===== src/hdl/rqp_pkg.sv =====
`timescale 1ns / 1ps
// ============================================================================
// Ring queue with peek - package
// Field widths, action and status codes, and the control structs that pass
// between the controller and the datapath.
// ============================================================================
package rqp_pkg;

    // Default sizes of the queue.
    localparam int DEPTH_DEF  = 16;
    localparam int DATA_W_DEF = 8;

    // Fixed request and response field widths.
    localparam int ACTION_W = 3;
    localparam int INDEX_W  = 4;
    localparam int DROP_W   = 8;
    localparam int STATUS_W = 2;

    // Action codes.
    localparam logic [ACTION_W-1:0] ACT_ENQ    = 3'd0;
    localparam logic [ACTION_W-1:0] ACT_DEQ    = 3'd1;
    localparam logic [ACTION_W-1:0] ACT_DROP   = 3'd2;
    localparam logic [ACTION_W-1:0] ACT_CLEAR  = 3'd3;
    localparam logic [ACTION_W-1:0] ACT_PEEK   = 3'd4;
    localparam logic [ACTION_W-1:0] ACT_MODIFY = 3'd5;

    // Status codes.
    localparam logic [STATUS_W-1:0] ST_OK        = 2'd0;
    localparam logic [STATUS_W-1:0] ST_OVERFLOW  = 2'd1;
    localparam logic [STATUS_W-1:0] ST_UNDERFLOW = 2'd2;
    localparam logic [STATUS_W-1:0] ST_BAD       = 2'd3;

    // Commands from the controller to the datapath.
    typedef struct packed {
        logic take_ready;   // the request port may accept
        logic exec;         // carry out the latched request
        logic load;         // move the finished result to the output register
    } t_rqp_cmd;

    // Status from the datapath to the controller.
    typedef struct packed {
        logic req_valid;    // a request is offered
        logic out_free;     // the output register can take a result
    } t_rqp_sts;

endpackage


===== src/hdl/rqp_if.sv =====
`timescale 1ns / 1ps
// ============================================================================
// Ring queue with peek - channel interfaces
// Valid/ready channels for the request and the response.
// ============================================================================

// Request channel: one queue action per request.
interface rqp_req_if
    import rqp_pkg::*;
#(
    parameter int DATA_W = DATA_W_DEF
);
    logic                valid;
    logic                ready;
    logic [ACTION_W-1:0] action;
    logic [DATA_W-1:0]   data_in;
    logic [INDEX_W-1:0]  entry_index;
    logic [DROP_W-1:0]   drop_count;

    modport source (output valid, action, data_in, entry_index, drop_count,
                    input ready);
    modport sink   (input valid, action, data_in, entry_index, drop_count,
                    output ready);
endinterface

// Response channel: one result per request.
interface rqp_rsp_if
    import rqp_pkg::*;
#(
    parameter int DATA_W = DATA_W_DEF,
    parameter int OCC_W  = $clog2(DEPTH_DEF)
);
    logic                valid;
    logic                ready;
    logic [STATUS_W-1:0] status;
    logic [DATA_W-1:0]   data_out;
    logic                is_full;
    logic [OCC_W-1:0]    occupancy;

    modport source (output valid, status, data_out, is_full, occupancy,
                    input ready);
    modport sink   (input valid, status, data_out, is_full, occupancy,
                    output ready);
endinterface


===== src/hdl/rqp_ram.sv =====
`timescale 1ns / 1ps
// ============================================================================
// Ring queue with peek - generic RAM
// One write port and one read port with a registered, enabled read.
// ============================================================================
module rqp_ram #(
    parameter int WIDTH = 8,
    parameter int DEPTH = 16,
    localparam int AW   = $clog2(DEPTH)
) (
    input  logic             i_clk,
    input  logic             i_we,
    input  logic [AW-1:0]    i_waddr,
    input  logic [WIDTH-1:0] i_wdata,
    input  logic             i_re,
    input  logic [AW-1:0]    i_raddr,
    output logic [WIDTH-1:0] o_rdata
);

    logic [WIDTH-1:0] r_mem [DEPTH];
    logic [WIDTH-1:0] r_rdata;

    // Write port.
    always_ff @(posedge i_clk) begin
        if (i_we) begin
            r_mem[i_waddr] <= i_wdata;
        end
    end

    // Read port; the data holds until the next read.
    always_ff @(posedge i_clk) begin
        if (i_re) begin
            r_rdata <= r_mem[i_raddr];
        end
    end

    assign o_rdata = r_rdata;

endmodule


===== src/hdl/rqp_ctrl.sv =====
`timescale 1ns / 1ps
// ============================================================================
// Ring queue with peek - controller
// Sequences each request through accept, execute and result load.
// ============================================================================
module rqp_ctrl
    import rqp_pkg::*;
(
    input  logic     i_clk,
    input  logic     i_rst_n,
    input  t_rqp_sts i_sts,
    output t_rqp_cmd o_cmd
);

    localparam logic [1:0] S_IDLE = 2'd0;
    localparam logic [1:0] S_EXEC = 2'd1;
    localparam logic [1:0] S_LOAD = 2'd2;

    logic [1:0] r_state;
    logic [1:0] n_state;

    // Next state and commands.
    always_comb begin
        n_state          = r_state;
        o_cmd.take_ready = 1'b0;
        o_cmd.exec       = 1'b0;
        o_cmd.load       = 1'b0;
        case (r_state)
            S_IDLE: begin
                o_cmd.take_ready = 1'b1;
                if (i_sts.req_valid) begin
                    n_state = S_EXEC;
                end
            end
            S_EXEC: begin
                o_cmd.exec = 1'b1;
                n_state    = S_LOAD;
            end
            S_LOAD: begin
                if (i_sts.out_free) begin
                    o_cmd.load = 1'b1;
                    n_state    = S_IDLE;
                end
            end
            default: begin
                n_state = S_IDLE;
            end
        endcase
    end

    // State register.
    always_ff @(posedge i_clk) begin
        if (!i_rst_n) begin
            r_state <= S_IDLE;
        end else begin
            r_state <= n_state;
        end
    end

endmodule


===== src/hdl/rqp_datapath.sv =====
`timescale 1ns / 1ps
// ============================================================================
// Ring queue with peek - datapath
// Request latch, ring pointers and count, storage RAM and output register.
// ============================================================================
module rqp_datapath
    import rqp_pkg::*;
#(
    parameter int DEPTH  = DEPTH_DEF,
    parameter int DATA_W = DATA_W_DEF,
    localparam int ADDR_W = $clog2(DEPTH)
) (
    input  logic                i_clk,
    input  logic                i_rst_n,
    input  t_rqp_cmd            i_cmd,
    output t_rqp_sts            o_sts,
    input  logic                i_in_valid,
    input  logic [ACTION_W-1:0] i_action,
    input  logic [DATA_W-1:0]   i_data_in,
    input  logic [INDEX_W-1:0]  i_entry_index,
    input  logic [DROP_W-1:0]   i_drop_count,
    input  logic                i_out_ready,
    output logic                o_out_valid,
    output logic [STATUS_W-1:0] o_status,
    output logic [DATA_W-1:0]   o_data_out,
    output logic                o_is_full,
    output logic [ADDR_W-1:0]   o_occupancy
);

    localparam int CMP_A = (DROP_W > ADDR_W) ? DROP_W : ADDR_W;
    localparam int CMP_W = (INDEX_W > CMP_A) ? INDEX_W : CMP_A;
    localparam logic [ADDR_W:0]   DEPTH_EXT = (ADDR_W + 1)'(DEPTH);
    localparam logic [ADDR_W-1:0] LAST      = ADDR_W'(DEPTH - 1);

    // Latched request.
    logic [ACTION_W-1:0] r_action;
    logic [DATA_W-1:0]   r_data_in;
    logic [INDEX_W-1:0]  r_index;
    logic [DROP_W-1:0]   r_drop;

    // Queue pointers and count.
    logic [ADDR_W-1:0] r_head, n_head;
    logic [ADDR_W-1:0] r_tail, n_tail;
    logic [ADDR_W-1:0] r_fill, n_fill;

    // Result waiting for the read data.
    logic [STATUS_W-1:0] r_res_status, n_res_status;
    logic                r_res_full;
    logic [ADDR_W-1:0]   r_res_occ;
    logic                r_res_rd;

    // Output register.
    logic                r_out_valid;
    logic [STATUS_W-1:0] r_out_status;
    logic [DATA_W-1:0]   r_out_data;
    logic                r_out_full;
    logic [ADDR_W-1:0]   r_out_occ;

    // Storage access.
    logic              w_we, w_re;
    logic [ADDR_W-1:0] w_waddr, w_raddr;
    logic [DATA_W-1:0] w_rdata;

    logic [CMP_W-1:0]  w_drop_x, w_fill_x, w_idx_x;
    logic [ADDR_W-1:0] w_tail_inc, w_head_inc, w_slot;

    // Ring addition; the sum stays below twice the depth.
    function automatic logic [ADDR_W-1:0] ring_add(input logic [ADDR_W-1:0] base,
                                                   input logic [ADDR_W-1:0] off);
        logic [ADDR_W:0] sum;
        sum = {1'b0, base} + {1'b0, off};
        if (sum >= DEPTH_EXT) begin
            sum = sum - DEPTH_EXT;
        end
        return sum[ADDR_W-1:0];
    endfunction

    assign w_drop_x   = CMP_W'(r_drop);
    assign w_fill_x   = CMP_W'(r_fill);
    assign w_idx_x    = CMP_W'(r_index);
    assign w_tail_inc = (r_tail == LAST) ? '0 : r_tail + ADDR_W'(1);
    assign w_head_inc = (r_head == LAST) ? '0 : r_head + ADDR_W'(1);
    assign w_slot     = ring_add(r_head, ADDR_W'(w_idx_x) + ADDR_W'(1));

    // Decode of the latched request against the current queue state.
    always_comb begin
        n_head       = r_head;
        n_tail       = r_tail;
        n_fill       = r_fill;
        n_res_status = ST_OK;
        w_we         = 1'b0;
        w_re         = 1'b0;
        w_waddr      = w_tail_inc;
        w_raddr      = w_head_inc;
        case (r_action)
            ACT_ENQ: begin
                if (r_fill != LAST) begin
                    n_tail = w_tail_inc;
                    n_fill = r_fill + ADDR_W'(1);
                    w_we   = 1'b1;
                end else begin
                    n_res_status = ST_OVERFLOW;
                end
            end
            ACT_DEQ: begin
                if (r_fill == '0) begin
                    n_res_status = ST_UNDERFLOW;
                end else begin
                    n_head = w_head_inc;
                    n_fill = r_fill - ADDR_W'(1);
                    w_re   = 1'b1;
                end
            end
            ACT_DROP: begin
                if (w_drop_x > w_fill_x) begin
                    n_head = '0;
                    n_tail = '0;
                    n_fill = '0;
                end else begin
                    n_head = ring_add(r_head, ADDR_W'(w_drop_x));
                    n_fill = r_fill - ADDR_W'(w_drop_x);
                end
            end
            ACT_CLEAR: begin
                n_head = '0;
                n_tail = '0;
                n_fill = '0;
            end
            ACT_PEEK, ACT_MODIFY: begin
                if (w_idx_x >= w_fill_x) begin
                    n_res_status = ST_BAD;
                end else if (r_action == ACT_PEEK) begin
                    w_re    = 1'b1;
                    w_raddr = w_slot;
                end else begin
                    w_we    = 1'b1;
                    w_waddr = w_slot;
                end
            end
            default: begin
                n_res_status = ST_BAD;
            end
        endcase
    end

    // Request latch.
    always_ff @(posedge i_clk) begin
        if (i_cmd.take_ready && i_in_valid) begin
            r_action  <= i_action;
            r_data_in <= i_data_in;
            r_index   <= i_entry_index;
            r_drop    <= i_drop_count;
        end
    end

    // Pointer and count update.
    always_ff @(posedge i_clk) begin
        if (!i_rst_n) begin
            r_head <= '0;
            r_tail <= '0;
            r_fill <= '0;
        end else if (i_cmd.exec) begin
            r_head <= n_head;
            r_tail <= n_tail;
            r_fill <= n_fill;
        end
    end

    // Result fields that do not depend on the storage read.
    always_ff @(posedge i_clk) begin
        if (i_cmd.exec) begin
            r_res_status <= n_res_status;
            r_res_full   <= (n_fill == LAST);
            r_res_occ    <= n_fill;
            r_res_rd     <= w_re;
        end
    end

    // Output register: filled on load, emptied when the response is taken.
    always_ff @(posedge i_clk) begin
        if (!i_rst_n) begin
            r_out_valid <= 1'b0;
        end else if (i_cmd.load) begin
            r_out_valid <= 1'b1;
        end else if (i_out_ready) begin
            r_out_valid <= 1'b0;
        end
    end

    always_ff @(posedge i_clk) begin
        if (i_cmd.load) begin
            r_out_status <= r_res_status;
            r_out_data   <= r_res_rd ? w_rdata : '0;
            r_out_full   <= r_res_full;
            r_out_occ    <= r_res_occ;
        end
    end

    rqp_ram #(
        .WIDTH (DATA_W),
        .DEPTH (DEPTH)
    ) u_ram (
        .i_clk   (i_clk),
        .i_we    (w_we && i_cmd.exec),
        .i_waddr (w_waddr),
        .i_wdata (r_data_in),
        .i_re    (w_re && i_cmd.exec),
        .i_raddr (w_raddr),
        .o_rdata (w_rdata)
    );

    assign o_sts.req_valid = i_in_valid;
    assign o_sts.out_free  = !r_out_valid || i_out_ready;

    assign o_out_valid = r_out_valid;
    assign o_status    = r_out_status;
    assign o_data_out  = r_out_data;
    assign o_is_full   = r_out_full;
    assign o_occupancy = r_out_occ;

endmodule


===== src/hdl/ring_queue_with_peek_unit.sv =====
`timescale 1ns / 1ps
// ============================================================================
// Ring queue with peek - top level
// Circular queue with one spare slot: enqueue, dequeue, drop, clear, peek
// and modify, one response per request.
// ============================================================================
//  Channel   Direction  Carries
//  i_req     in         action, data_in, entry_index, drop_count
//  o_rsp     out        status, data_out, is_full, occupancy
//
//  A request passes three states: accept latches it, execute updates the
//  pointers and addresses the storage RAM, and load moves the RAM's
//  registered read data and result into the output register when free.
//  Reset is synchronous and empties the queue; storage keeps its contents.
//  A response waiting in the output register does not block the next
//  request; a second finished result waits until the register is free.
// ============================================================================
module ring_queue_with_peek_unit
    import rqp_pkg::*;
#(
    parameter int DEPTH  = DEPTH_DEF,
    parameter int DATA_W = DATA_W_DEF
) (
    input  logic      i_clk,
    input  logic      i_rst_n,
    rqp_req_if.sink   i_req,
    rqp_rsp_if.source o_rsp
);

    localparam int ADDR_W = $clog2(DEPTH);

    t_rqp_cmd          w_cmd;
    t_rqp_sts          w_sts;
    logic [ADDR_W-1:0] w_occupancy;

    rqp_ctrl u_ctrl (
        .i_clk   (i_clk),
        .i_rst_n (i_rst_n),
        .i_sts   (w_sts),
        .o_cmd   (w_cmd)
    );

    rqp_datapath #(
        .DEPTH  (DEPTH),
        .DATA_W (DATA_W)
    ) u_dp (
        .i_clk         (i_clk),
        .i_rst_n       (i_rst_n),
        .i_cmd         (w_cmd),
        .o_sts         (w_sts),
        .i_in_valid    (i_req.valid),
        .i_action      (i_req.action),
        .i_data_in     (i_req.data_in),
        .i_entry_index (i_req.entry_index),
        .i_drop_count  (i_req.drop_count),
        .i_out_ready   (o_rsp.ready),
        .o_out_valid   (o_rsp.valid),
        .o_status      (o_rsp.status),
        .o_data_out    (o_rsp.data_out),
        .o_is_full     (o_rsp.is_full),
        .o_occupancy   (w_occupancy)
    );

    assign i_req.ready     = w_cmd.take_ready;
    assign o_rsp.occupancy = w_occupancy;

endmodule


===== src/flat_wrapper.sv =====
// flat-port wrapper written by rule: the top's interface ports become plain ports
module ring_queue_with_peek_unit_flat import rqp_pkg::*;
#(
    parameter int DEPTH  = DEPTH_DEF,
    parameter int DATA_W = DATA_W_DEF
)
  (i_clk, i_rst_n, i_req_valid, i_req_action, i_req_data_in, i_req_entry_index, i_req_drop_count, i_req_ready, o_rsp_valid, o_rsp_status, o_rsp_data_out, o_rsp_is_full, o_rsp_occupancy, o_rsp_ready);
  rqp_req_if #(.DATA_W(DATA_W)) i_req_i ();
  rqp_rsp_if #(.DATA_W(DATA_W)) o_rsp_i ();
  input  logic i_clk;
  input  logic i_rst_n;
  input wire logic [$bits(i_req_i.valid)-1:0] i_req_valid;
  input wire logic [$bits(i_req_i.action)-1:0] i_req_action;
  input wire logic [$bits(i_req_i.data_in)-1:0] i_req_data_in;
  input wire logic [$bits(i_req_i.entry_index)-1:0] i_req_entry_index;
  input wire logic [$bits(i_req_i.drop_count)-1:0] i_req_drop_count;
  output wire logic [$bits(i_req_i.ready)-1:0] i_req_ready;
  output wire logic [$bits(o_rsp_i.valid)-1:0] o_rsp_valid;
  output wire logic [$bits(o_rsp_i.status)-1:0] o_rsp_status;
  output wire logic [$bits(o_rsp_i.data_out)-1:0] o_rsp_data_out;
  output wire logic [$bits(o_rsp_i.is_full)-1:0] o_rsp_is_full;
  output wire logic [$bits(o_rsp_i.occupancy)-1:0] o_rsp_occupancy;
  input wire logic [$bits(o_rsp_i.ready)-1:0] o_rsp_ready;
  assign i_req_i.valid = i_req_valid;
  assign i_req_i.action = i_req_action;
  assign i_req_i.data_in = i_req_data_in;
  assign i_req_i.entry_index = i_req_entry_index;
  assign i_req_i.drop_count = i_req_drop_count;
  assign i_req_ready = i_req_i.ready;
  assign o_rsp_valid = o_rsp_i.valid;
  assign o_rsp_status = o_rsp_i.status;
  assign o_rsp_data_out = o_rsp_i.data_out;
  assign o_rsp_is_full = o_rsp_i.is_full;
  assign o_rsp_occupancy = o_rsp_i.occupancy;
  assign o_rsp_i.ready = o_rsp_ready;
  ring_queue_with_peek_unit #(.DEPTH(DEPTH), .DATA_W(DATA_W)) u_core (.i_clk(i_clk), .i_rst_n(i_rst_n), .i_req(i_req_i), .o_rsp(o_rsp_i));
endmodule

===== config.mk =====
export PLATFORM = sky130hd
export DESIGN_NAME = ring_queue_with_peek_unit_flat
export DESIGN_NICKNAME = d
export VERILOG_FILES = /design/src/hdl/rqp_pkg.sv /design/src/hdl/rqp_if.sv /design/src/hdl/rqp_ram.sv /design/src/hdl/rqp_ctrl.sv /design/src/hdl/rqp_datapath.sv /design/src/hdl/ring_queue_with_peek_unit.sv /design/src/flat_wrapper.sv
export SDC_FILE = /design/constraint.sdc
export NUM_CORES = 1
export LEC_CHECK = 0
export ABC_CLOCK_PERIOD_IN_PS = 3800
export BUFFER_PORTS_ARGS = -buffer_cell sky130_fd_sc_hd__buf_2
export CORE_MARGIN = 2
export CORE_UTILIZATION = 45
export DETAILED_ROUTE_END_ITERATION = 8
export PLACE_DENSITY = 0.66
export SLEW_MARGIN = 20
export SYNTH_ARGS = -nofsm -noshare
export SYNTH_HDL_FRONTEND = slang
export SYNTH_SLANG_ARGS = --single-unit

===== constraint.sdc =====
create_clock -name i_clk -period 3.8 [get_ports i_clk]
set_input_delay 0.38 -clock i_clk [delete_from_list [all_inputs] [get_ports i_clk]]
set_output_delay 0.38 -clock i_clk [all_outputs]
set_load 0.03 [all_outputs]

==> metrics.md <==
| Metric | Value |
|---|---|
| Status | `completed` |
| Part of the total power dissipated in combinational logic | `between 8 and 9%` |
| Area share of and/or/nand/nor cells after synthesis | `10.5%` |
| Post-synthesis xor/xnor area fraction | `under 10%` |
| Arr. time, crit path | `between 3000 and 4000 ps` |
| Area leader, netlist | `sky130_fd_sc_hd__edfxtp_1` |
| Synth Flop Type | `sky130_fd_sc_hd__edfxtp_1` |
| Final total power | `roughly 4.7 mW` |
| Required time of the critical path | `approximately 4000 ps` |
| Hold buffer count at cts | `0` |
| Worst Setup Start Kind | `flip-flop` |
| Largest net degree at the start of global routing | `33` |
| Adder and majority cell fraction of the synthesized area | `approximately 3.9%` |
| Switching Power | `1.21 mW` |
| Post-synthesis mux area share | `1.66%` |
| Main combinational cell family by area after synthesis | `compound AO/OA/AOI/OAI gates` |
| Internal power consumption | `3.51 mW` |
| Area growth from synthesis to layout | `14.4%` |
| Sum Neg Setup Slack | `0 ps` |
| HPWL Detailed | `roughly 14 mm` |
| Clock edge transition at the registers on the reported setup and hold paths | `roughly 80 ps` |
| Num CTS Buffers | `17` |
| Via count of the first global-routing pass | `5651` |
| Peak per-stage delay on the critical path | `roughly 650 ps` |
| Synth unique cells | `58` |
| Fin crit share | `92.5%` |
| Ports placed on the boundary | `44` |
| Clock Root Buffer | `sky130_fd_sc_hd__clkbuf_16` |
| Top cell type's share of synthesized area | `around 63%` |
| Number of setup violations in the final report | `0` |
| Time the worst path needs with I/O delays and setup | `between 3000 and 4000 ps` |
| Area of the mapped netlist | `~8700 um2` |
| Pre-Repair DR Iteration Count | `5` |
| Net count after synthesis | `slightly above 700` |
| Post-route core utilization | `~53%` |
| Proportion of synthesized flip-flops having asynchronous set or reset | `0%` |
| All-layer global routing usage | `between 20% and 30%` |
| Fraction of layout cells with a size suffix above 1 | `between 15 and 20%` |
| Final routed wirelength across all metal layers | `20.5 mm` |
| Placer Congestion | `approximately 0.95` |
| Layout net count | `781` |
| Count of input and output buffers | `43` |
| Row cnt | `50` |
| GRT overflow | `0` |
| Tightest hold margin | `between 100 and 150 ps` |
| Worst max-slew margin expressed relative to the limit | `around half` |
| Largest buffer count on any clock path | `2` |
| Cells after DPL | `944` |
| RSZ-0062 raised after global routing | `no` |
| Area contributors post-synth | `sky130_fd_sc_hd__edfxtp_1 63%, sky130_fd_sc_hd__nand3_1 3.8%, sky130_fd_sc_hd__dfxtp_1 3.5%, sky130_fd_sc_hd__ha_1 3.2%, sky130_fd_sc_hd__a21oi_1 2.9%` |
| Clock group share of total power | `39.4%` |
| Antenna violations before repair | `0` |
| Worst hold path type | `primary input to flip-flop` |
| Post-synthesis area per instance | `around 13 um2` |
| Most numerous cell on the critical path | `sky130_fd_sc_hd__a211o_1` |
| Global-route wire length before repair | `around 32 mm` |
| Routed wire length per instance | `between 20 and 25 um` |
| Capturing element type of the critical path | `flip-flop` |
| DRC violation total after the first TritonRoute iteration | `760` |
| Share of the yosys chip area belonging to registers | `between 60 and 70%` |
| Sw frac | `between 20% and 30%` |
| Max-cap viol count | `0` |
| Post-synthesis cell count | `664` |
| Routed Antenna Nets | `0` |
| Slew of the pin with the lowest slew margin | `~730 ps` |
| Final hold violation count | `0` |
| Final Instance Count excl. Fillers | `about 1000` |
| CTS tree | `yes` |
| Maximum VDD drop | `~0.00034 V` |
| Average vias per placed instance | `approximately 6` |
| Post-route DRC violation count | `0` |
| Starting density of the core | `between 40% and 50%` |
| Highest net fanout along the worst path | `21` |
| Crit-path slowest cell | `sky130_fd_sc_hd__mux2i_4` |
| Setup skew after layout | `between 10 and 15 ps` |
| Achievable clock frequency | `~280 MHz` |
| Power per cell area | `around 480 nW/um2` |
| Clock latency on the worst-skew pair | `around 450 ps` |
| Kind of critical path | `flip-flop to flip-flop` |
| Synthesis warning total | `0` |
| Buffers & Inverters on Critical Path | `1` |
| Area fraction in compound gates after synthesis | `13.2%` |
| Number of max-slew violations in the final report | `0` |
| EDFF count, synth | `roughly 180` |
| Reg power frac | `between 50% and 60%` |
| H-tree depth reported by CTS | `4` |
| Die Wd | `between 100 and 150 um` |
| Height of the chip | `around 140 um` |
| Die area | `approximately 20000 um2` |
| Flops & latches, synth | `roughly 200` |
| Number of vias after detailed routing | `about 5800` |
| Cell-by-cell trace of the critical path | `ha_1, nand2b_1, a211o_1, a21oi_1, buf_4, mux2i_4, nand3_1, a32o_1, a211o_1` |
| Family with the most delay on the worst path | `compound AO/OA/AOI/OAI gates` |
| CTS sink cnt | `197` |
| Antenna diode instance count | `0` |
| Leak pwr | `~3.5 nW` |
| Core region area | `about 19000 um2` |
==> power groups by stage <==
stage | Clock, mW | Sequential (mW) | Combinational [mW]
after floorplan | 0 | 2.49 | 0.268
after global placement | 0 | 2.51 | 0.388
after detailed placement | 0 | 2.51 | 0.397
after CTS | 1.88 | 2.46 | 0.398
after global routing | 1.97 | 2.47 | 0.443
final | 1.86 | 2.46 | 0.400
==> sequential cells by signal, indices dropped and copies added (netlist names) <==
signal and count:
u_core.u_dp.r_res_full 1, u_core.u_ctrl.r_state 2, u_core.u_dp.r_head 4, u_core.u_dp.r_tail 4, u_core.u_dp.o_is_full 1, u_core.u_dp.o_out_valid 1, u_core.u_dp.o_data_out 8, u_core.u_dp.r_res_status 2
u_core.u_dp.r_index 4, u_core.u_dp.r_res_rd 1, u_core.u_dp.u_ram.r_mem 128, u_core.u_dp.r_action 3, u_core.u_dp.r_data_in 8, u_core.u_dp.u_ram.o_rdata 8, u_core.u_dp.r_drop 8, u_core.u_dp.o_status 2
u_core.u_dp.r_res_occ 4, u_core.u_dp.o_occupancy 4, u_core.u_dp.r_fill 4
==> worst paths after layout <==
kind                                    start                            to  slack [ps]  depth (start not counted)
hold / removal            i_req_drop_count[0]         u_core.u_dp.r_drop[0]         100                          1
setup / recovery        u_core.u_dp.r_fill[0]  u_core.u_dp.u_ram.o_rdata[5]         280                          9
hold reg to reg   u_core.u_dp.r_res_status[0]       u_core.u_dp.o_status[0]         420                          0
setup reg to reg        u_core.u_dp.r_fill[0]  u_core.u_dp.u_ram.o_rdata[5]         280                          9
==> cells in the mapped netlist (all sizes together) (2+ instances only) <==
| library cell | n |
|---|---|
| a2111o | 2 |
| a211o | 9 |
| a211oi | 4 |
| a21boi | 2 |
| a21o | 3 |
| a21oi | 51 |
| a221oi | 10 |
| a22oi | 10 |
| a31oi | 4 |
| a32o | 9 |
| a32oi | 8 |
| and2 | 10 |
| and3 | 2 |
| buf | 11 |
| clkbuf | 18 |
| dfxtp | 15 |
| edfxtp | 182 |
| fa | 3 |
| ha | 22 |
| inv | 25 |
| mux2 | 3 |
| mux2i | 11 |
| nand2 | 45 |
| nand2b | 6 |
| nand3 | 65 |
| nor2 | 33 |
| nor2b | 3 |
| nor3 | 4 |
| o2111ai | 2 |
| o21a | 6 |
| o21ai | 48 |
| or3 | 3 |
| or3b | 2 |
| or4 | 2 |
| or4b | 2 |
| xnor2 | 8 |
| xor2 | 5 |
==> placed cells by master, fill, tap and decap left out, types with 9 or more instances in the layout <==
master	synthesis	routed
sky130_fd_sc_hd__dfxtp_1	15	15
sky130_fd_sc_hd__a21oi_1	51	51
sky130_fd_sc_hd__buf_2	5	43
sky130_fd_sc_hd__a22oi_1	10	10
sky130_fd_sc_hd__nand2_1	45	45
sky130_fd_sc_hd__a32o_1	9	9
sky130_fd_sc_hd__clkbuf_16	0	17
sky130_fd_sc_hd__o21ai_0	38	38
sky130_fd_sc_hd__edfxtp_1	182	182
sky130_fd_sc_hd__a211o_1	9	9
sky130_fd_sc_hd__a221oi_1	10	10
sky130_fd_sc_hd__o21ai_1	10	10
sky130_fd_sc_hd__nor2_1	32	32
sky130_fd_sc_hd__buf_4	0	31
sky130_fd_sc_hd__mux2i_1	11	10
sky130_fd_sc_hd__inv_1	25	25
sky130_fd_sc_hd__nand3_1	65	65
sky130_fd_sc_hd__ha_1	22	22
==> cells by family after synthesis <==
group / after synthesis
adders and majority gates: 25
muxes: 14
AOI/OAI and AO/OA: 176
and+or+nand+nor: 184
buffers and inverters: 55
xor gates and xnor gates: 13
DFF: 197
==> per-stage QoR <==
stage | instance area, um2 | setup slack (ps)
after global placement | 9290 | 363
after CTS | 9910 | 273
after global routing | 9910 | 144
after detailed placement | 9290 | 284
final | 9910 | 284
after floorplan | 8660 | 801
==> metal layers <==
layer / global-route usage [%] / share of wire (%) / vias to the layer above / routed length (um)
met5: 0 / 0 / - / 0
met4: 5.89 / 1.7 / 0 / 354
met3: 5.47 / 7.3 / 30 / 1500
met2: 34.0 / 48 / 271 / 9760
met1: 28.9 / 43 / 2814 / 8890
li1: - / - / 2686 / -
==> worst register-to-register path, cell delays in order, from the launching register on <==
cell	delay, ps
sky130_fd_sc_hd__dfxtp_1	550
sky130_fd_sc_hd__ha_1	300
sky130_fd_sc_hd__nand2b_1	180
sky130_fd_sc_hd__a211o_1	350
sky130_fd_sc_hd__a21oi_1	160
sky130_fd_sc_hd__buf_4	170
sky130_fd_sc_hd__mux2i_4	650
sky130_fd_sc_hd__nand3_1	370
sky130_fd_sc_hd__a32o_1	320
sky130_fd_sc_hd__a211o_1	220
==> layout make-up <==
type,count,area [um2]
clock buffers,17,425
clock inverters,15,198
repair buffers,75,468
well taps,234,293
flip-flops and latches,197,5770
fillers,1576,8860
multi-input cells,412,2660
inverters,26,97.6
==> what timing repair did <==
item,CTS,global route
setup endpoints to repair,0,1
resized for setup,0,1
buffers inserted,0,0
Note: power is estimated with default switching activity, not from simulation.
